## src/hdl/npc_pkg.sv

```systemverilog
// shared types and constants of the nth prime unit
package npc_pkg;

	localparam int VALUE_BITS = 31;
	localparam int INDEX_BITS = 16;
	// the 65536th prime is 821641, so a scanned prime fits in 20 bits
	localparam int SCAN_BITS = 20;
	// index and fill count compare width
	localparam int CMP_BITS = INDEX_BITS + 1;
	localparam int DIV_CNT_BITS = $clog2(VALUE_BITS + 1);

	localparam logic [VALUE_BITS-1:0] FIRST_ODD_DIVISOR = VALUE_BITS'(3);
	localparam logic [VALUE_BITS-1:0] SMALLEST_PRIME = VALUE_BITS'(2);

	typedef enum logic {
		FUNC_TEST  = 1'b0,
		FUNC_INDEX = 1'b1
	} func_t;

	typedef struct packed {
		logic                  func;
		logic [VALUE_BITS-1:0] test_value;
		logic [INDEX_BITS-1:0] prime_index;
	} in_beat_t;

	typedef struct packed {
		logic [VALUE_BITS-1:0] prime_value;
		logic                  is_prime;
	} out_beat_t;

	typedef struct packed {
		logic load_req;
		logic n_from_value;
		logic n_from_cand;
		logic d_init;
		logic d_next;
		logic div_start;
		logic div_step;
		logic mem_read;
		logic scan_init;
		logic cand_next;
		logic prime_found;
		logic ans_test;
		logic ans_bit;
		logic ans_mem;
		logic out_load;
	} cmd_t;

	typedef struct packed {
		logic func;
		logic hit;
		logic n_lt2;
		logic n_eq2;
		logic n_even;
		logic div_done;
		logic q_lt_d;
		logic r_zero;
		logic k_eq_index;
	} status_t;

endpackage

```

## src/hdl/npc_ctrl.sv

```systemverilog
// controller state machine of the nth prime unit
module npc_ctrl (
	input  logic             clk,
	input  logic             arst_n,
	input  logic             in_valid,
	output logic             in_ready,
	output logic             out_valid,
	input  logic             out_ready,
	input  npc_pkg::status_t status,
	output npc_pkg::cmd_t    cmd
);
	typedef enum logic [3:0] {
		ST_IDLE, ST_DISPATCH, ST_READ, ST_TEST, ST_START, ST_DIV, ST_EVAL, ST_SCAN,
		ST_DONE
	} state_t;

	state_t state_q;
	state_t state_d;
	logic   out_valid_q;
	logic   verdict_valid;
	logic   verdict;

	assign in_ready  = state_q == ST_IDLE;
	assign out_valid = out_valid_q;

	always_comb begin
		cmd           = '0;
		state_d       = state_q;
		verdict_valid = 1'b0;
		verdict       = 1'b0;
		case (state_q)
			ST_IDLE: begin
				if (in_valid) begin
					cmd.load_req = 1'b1;
					state_d      = ST_DISPATCH;
				end
			end
			ST_DISPATCH: begin
				if (status.func == npc_pkg::FUNC_TEST) begin
					cmd.n_from_value = 1'b1;
					state_d          = ST_TEST;
				end else if (status.hit) begin
					cmd.mem_read = 1'b1;
					state_d      = ST_READ;
				end else begin
					cmd.scan_init = 1'b1;
					state_d       = ST_SCAN;
				end
			end
			// a table hit needs the registered read before the result moves on
			ST_READ: begin
				cmd.ans_mem = 1'b1;
				state_d     = ST_DONE;
			end
			ST_SCAN: begin
				cmd.n_from_cand = 1'b1;
				state_d         = ST_TEST;
			end
			ST_TEST: begin
				if (status.n_lt2 || (status.n_even && !status.n_eq2)) begin
					verdict_valid = 1'b1;
				end else if (status.n_eq2) begin
					verdict_valid = 1'b1;
					verdict       = 1'b1;
				end else begin
					cmd.d_init = 1'b1;
					state_d    = ST_START;
				end
			end
			ST_START: begin
				cmd.div_start = 1'b1;
				state_d       = ST_DIV;
			end
			ST_DIV: begin
				if (status.div_done) begin
					state_d = ST_EVAL;
				end else begin
					cmd.div_step = 1'b1;
				end
			end
			ST_EVAL: begin
				if (status.q_lt_d) begin
					verdict_valid = 1'b1;
					verdict       = 1'b1;
				end else if (status.r_zero) begin
					verdict_valid = 1'b1;
				end else begin
					cmd.d_next = 1'b1;
					state_d    = ST_START;
				end
			end
			ST_DONE: begin
				if (!out_valid_q || out_ready) begin
					cmd.out_load = 1'b1;
					state_d      = ST_IDLE;
				end
			end
			default: state_d = ST_IDLE;
		endcase

		if (verdict_valid) begin
			if (status.func == npc_pkg::FUNC_TEST) begin
				cmd.ans_test = 1'b1;
				cmd.ans_bit  = verdict;
				state_d      = ST_DONE;
			end else if (verdict) begin
				cmd.prime_found = 1'b1;
				state_d         = status.k_eq_index ? ST_DONE : ST_SCAN;
			end else begin
				cmd.cand_next = 1'b1;
				state_d       = ST_SCAN;
			end
		end
	end

	always_ff @(posedge clk or negedge arst_n) begin
		if (!arst_n) begin
			state_q     <= ST_IDLE;
			out_valid_q <= 1'b0;
		end else begin
			state_q <= state_d;
			if (cmd.out_load) begin
				out_valid_q <= 1'b1;
			end else if (out_ready) begin
				out_valid_q <= 1'b0;
			end
		end
	end

	a_accept_dispatch: assert property (@(posedge clk) disable iff (!arst_n)
		in_valid && in_ready |=> state_q == ST_DISPATCH)
		else $error("accepted beat not dispatched");
	a_div_to_eval: assert property (@(posedge clk) disable iff (!arst_n)
		state_q == ST_DIV && status.div_done |=> state_q == ST_EVAL)
		else $error("finished division not evaluated");
	a_done_shows: assert property (@(posedge clk) disable iff (!arst_n)
		state_q == ST_DONE && !out_valid_q |=> out_valid_q && state_q == ST_IDLE)
		else $error("result not presented");

endmodule

```

## config.mk

```make
export PLATFORM = sky130hd
export DESIGN_NAME = npc_ctrl
export DESIGN_NICKNAME = d
export VERILOG_FILES = /design/src/hdl/npc_pkg.sv /design/src/hdl/npc_ctrl.sv
export SDC_FILE = /design/constraint.sdc
export NUM_CORES = 1
export LEC_CHECK = 0
export ABC_CLOCK_PERIOD_IN_PS = 2250
export BUFFER_PORTS_ARGS = -buffer_cell sky130_fd_sc_hd__buf_2
export CORE_AREA = 5 5 42 44
export CTS_CLUSTER_DIAMETER = 80
export DETAILED_ROUTE_END_ITERATION = 10
export DIE_AREA = 0 0 47 49
export GPL_ROUTABILITY_DRIVEN = 0
export HOLD_SLACK_MARGIN = 0.03
export PLACE_DENSITY = 0.82
export SLEW_MARGIN = 20
export SYNTH_ARGS = -nofsm -noshare
export SYNTH_HDL_FRONTEND = slang
export SYNTH_SLANG_ARGS = --single-unit
export TNS_END_PERCENT = 20
```

## constraint.sdc

```tcl
create_clock -name clk -period 2.25 [get_ports clk]
set_clock_uncertainty 0.1 [all_clocks]
set_input_delay 0.45 -clock clk [delete_from_list [all_inputs] [get_ports clk]]
set_output_delay 0.45 -clock clk [all_outputs]
set_load 0.05 [all_outputs]
```

# Word-level counts from Yosys, hierarchy flattened
# Cells that the tools add are included.
[word_totals]
output_inout_bits = 17
elab_cells = 75
reg_bits = 5
[classes]
n_eq_ne = 15
mux = 50
reduce_logical = 8
[ops]
columns = ["op", "count"]
rows = [
  ["$mux 4", 13],
  ["$pmux 4 s9", 1],
  ["$mux 1", 29],
  ["$ne 3x3->1 const B", 6],
  ["$eq 4x3->1 const B", 4],
  ["$eq 4x2->1 const B", 2],
  ["$mux 2", 4],
  ["$reduce_and 7->1", 1],
  ["$eq 4x1->1 const B", 1],
  ["$eq 4x4->1 const B", 1],
  ["$logic_not 4->1", 1],
  ["$pmux 1 s2", 2],
  ["$mux 3", 1],
  ["$ne 3x2->1 const B", 1],
  ["$logic_not 1->1", 2],
  ["$logic_or 1x1->1", 2],
  ["$reduce_bool 2->1", 1],
  ["$logic_and 1x1->1", 1],
]

# Longest topological paths before layout
[logic_depth]
word_depth = 8
mapped_depth = 6

# Least setup slack after synthesis
# OpenSTA, ideal clock, no wires.
[synth_timing]
path_kind = "register -> output"
from = "register state_q[2]"
to = "output cmd[2] (netlist bit)"
t_arrival_ns = 2.228
n_path_buf = 2
stages_incl_launch_ff = 6
setup_slack_ns = -0.528
path_cell_list = "dfrtp_1 > buf_6 > or2_0 > buf_2 > o32a_4 > nor3_1"
[synth_lines]
columns = ["item", "line", "rtl"]
rows = [
  ["start: declaration", "npc_ctrl.sv:17", "state_t state_q;"],
  ["start signal: assignment", "npc_ctrl.sv:121", "state_q <= state_d;"],
  ["end: declaration", "npc_ctrl.sv:10", "output npc_pkg::cmd_t cmd"],
]

==> results.md <==
* Status: complete, no violations
* R2r endpoint: state_q[1]
* Seq cells post-synth at 5
* FFs w/ async S/R, synth at 100%
* HP Class: primary input to flop
* Grt met2 use at 25.8%
* Inserted Clock Buffers at 3
* Hold_ws at 407 ps
* RSZ-0062 raised after global routing: yes
* Syn Inst Count at 65
* Largest fanout on the critical path at 10
* CTS tree: done
* Pwr dens at 1310 mW/mm²
* Reg2reg path depth at 5
* Drt drc at 0
* Global-route wire length before repair at 2.49 mm
* Die height at 49 µm
* Syn nets at 78
* Top_reg_cell synth: dfrtp_1
* DP HPWL at 1.27 mm
* Final critical-path required period at 2230 ps
* Hold EP: state_q[0]
* FF-to-FF Start: state_q[2]
* Setup violators final at 0
* ANT nets after route at 0
* Slew @ Worst Pin at between 300 and 400 ps
* Pre-antenna DRT Iters at 4
* Fin. max-slew vios at 0
* Clock sink total at 5
* Seq/Total Area, Yosys at approximately a quarter
* Share of the synthesized area in the top cell type at 24.9%
* IR drop worst, VDD at 708 µV
* Critical path launch point type: flop
* # port buffers at 29
* Yosys top cell by area: dfrtp_1
* Grt met3 use at under 10%
* Largest net degree at the start of global routing at 11
* Clock latency on the worst-skew pair at between 200 and 300 ps
* NumNets Final at 115
* Max Cap Viol at 0
* WL/cell at 14.5 µm
* Drt first-iter violations at 5
* Drt total wl at 1.70 mm
* Cell Count Post-Placement at about 110
* Io pins at 30
* Critical Path RT at 1700 ps
* Layout area overhead at 68.4%
* Layer with the highest usage: met2
* Slew HR at 77.2%
* WP data arrival at 1680 ps
* Fmax at 449 MHz
* Die area at 0.00230 mm²
* Synth area leaders: dfrtp_1 (25%), nor2_1 (8.2%), nand2b_1 (6.2%), nor3_1 (6.0%), o32a_4 (4.5%)
* GR Util met1 at between 10% and 20%
* H-tree levels at 1
* Post-place setup slack at roughly 110 ps
* Final worst-path cycle share at 98.9%
* Root buffer cell: clkbuf_4
* Critical path type: flop to primary output
* Fraction of layout instances using a drive strength above 1 at 55.4%
* Vias per inst at 5.24
* Hold_sp: status[3]
* Hold Path Depth at 4
* R2R setup slack at 580 ps
* Commonest cells after routing, fill and taps aside: buf_2 (21), buf_6 (9), nor2_1 (6)
* Most common cell after layout, fill and taps aside: buf_2
* Post-Syn Area at 503 µm²
* Crit end category: primary output
* Post-route worst setup slack at 24.0 ps
* DR vias at 613
* Diodes inserted at 0
* Number of synthesized flops with an enable pin at 0
* YS warnings at 0
* Initial antenna violation count at 0
* Synth cell types at 30
* GRT Util Overall at ~15%
* Number of global-route vias before repair at 600
* Clock slew at reported path FFs at 40 ps
* Core area at 0.00140 mm²
* Final Hold Vio Count at 0
* Fin cells at 117
* Max clock buf depth at 2
* Die width at 47 µm
* Syn_area_per_cell at 7.74 µm²
* Initial core utilization at 35.9%
* Rows at 14
* Grt ovf at 0
* Final core occ at 60.4%
* Leak Pwr at 0.000419 µW
cell type report:
type	count	area (µm²)
Sequential cell	5	128
Fill cell	132	554
Timing Repair Buffer	35	246
Tap cell	16	20.0
Clock buffer	4	26.3
Multi-Input combinational cell	54	415
Inverter	3	11.3
worst max-delay path, stage by stage (launching register included):
cell and delay (ps):
dfrtp_2 460, or2_4 300, or3_1 360, nor2_1 130
buf_6 170
cells by family (layout without fill, tap and decap cells):
logic type	count (synthesis)	in the layout	share of synthesized area, %
AOI/OAI and AO/OA	12	12	20.1
buffers and inverters	6	42	6.22
DFF	5	5	24.9
and+or+nand+nor	42	42	48.8
timing repair:
action | CTS | global route
pin swaps | 0 | 1
endpoints found under the setup margin | 8 | 8
setup buffers | 0 | 0
hold buffers | 1 | 0
resized for setup | 20 | 11
hold endpoints to repair | 5 | 0
worst max-delay path by stage:
stage                from      to  cells after the start
3_5_place_dp   state_q[2]  cmd[5]                      5
6_report       state_q[0]  cmd[0]                      4
4_1_cts        state_q[2]  cmd[3]                      5
5_1_grt        state_q[0]  cmd[0]                      4
2_1_floorplan  state_q[2]  cmd[1]                      4
3_3_place_gp    status[2]  cmd[5]                      5
cell usage after synthesis (all sizes together), types with 2 or more instances:
library cell	n
inv	3
nor2	11
o211ai	2
nand2b	5
nor3	6
buf	2
nor3b	2
dfrtp	5
or2	3
nand2	4
o21ai	3
nor2b	3
power breakdown:
group	total (µW)	internal, µW	leakage, µW	switching, µW
combinational	815	317	0.000342	498
sequential	185	133	0.0000612	51.9
clock	110	67.4	0.0000150	42.9
per-stage QoR:
step / cell area, µm² / power, µW / setup TNS [ps]
floorplan: 527 / 728 / -1350
global placement: 709 / 879 / 0
detailed placement: 709 / 900 / 0
CTS: 808 / 1070 / -0.616
global route: 847 / 1170 / -58.6
finish: 847 / 1110 / 0
flip-flops by register name, indices dropped and copies added, names as in the netlist:
name and flops:
state_q 4, out_valid 1
per-layer routing:
layer	part of all wire [%]	wire length, µm	vias to the layer above
li1	-	-	302
met1	39	660	281
met2	52	883	25
met3	6.2	106	5
met4	3.1	52	0
met5	0	0	-
Power figures use the tool's default switching activity.
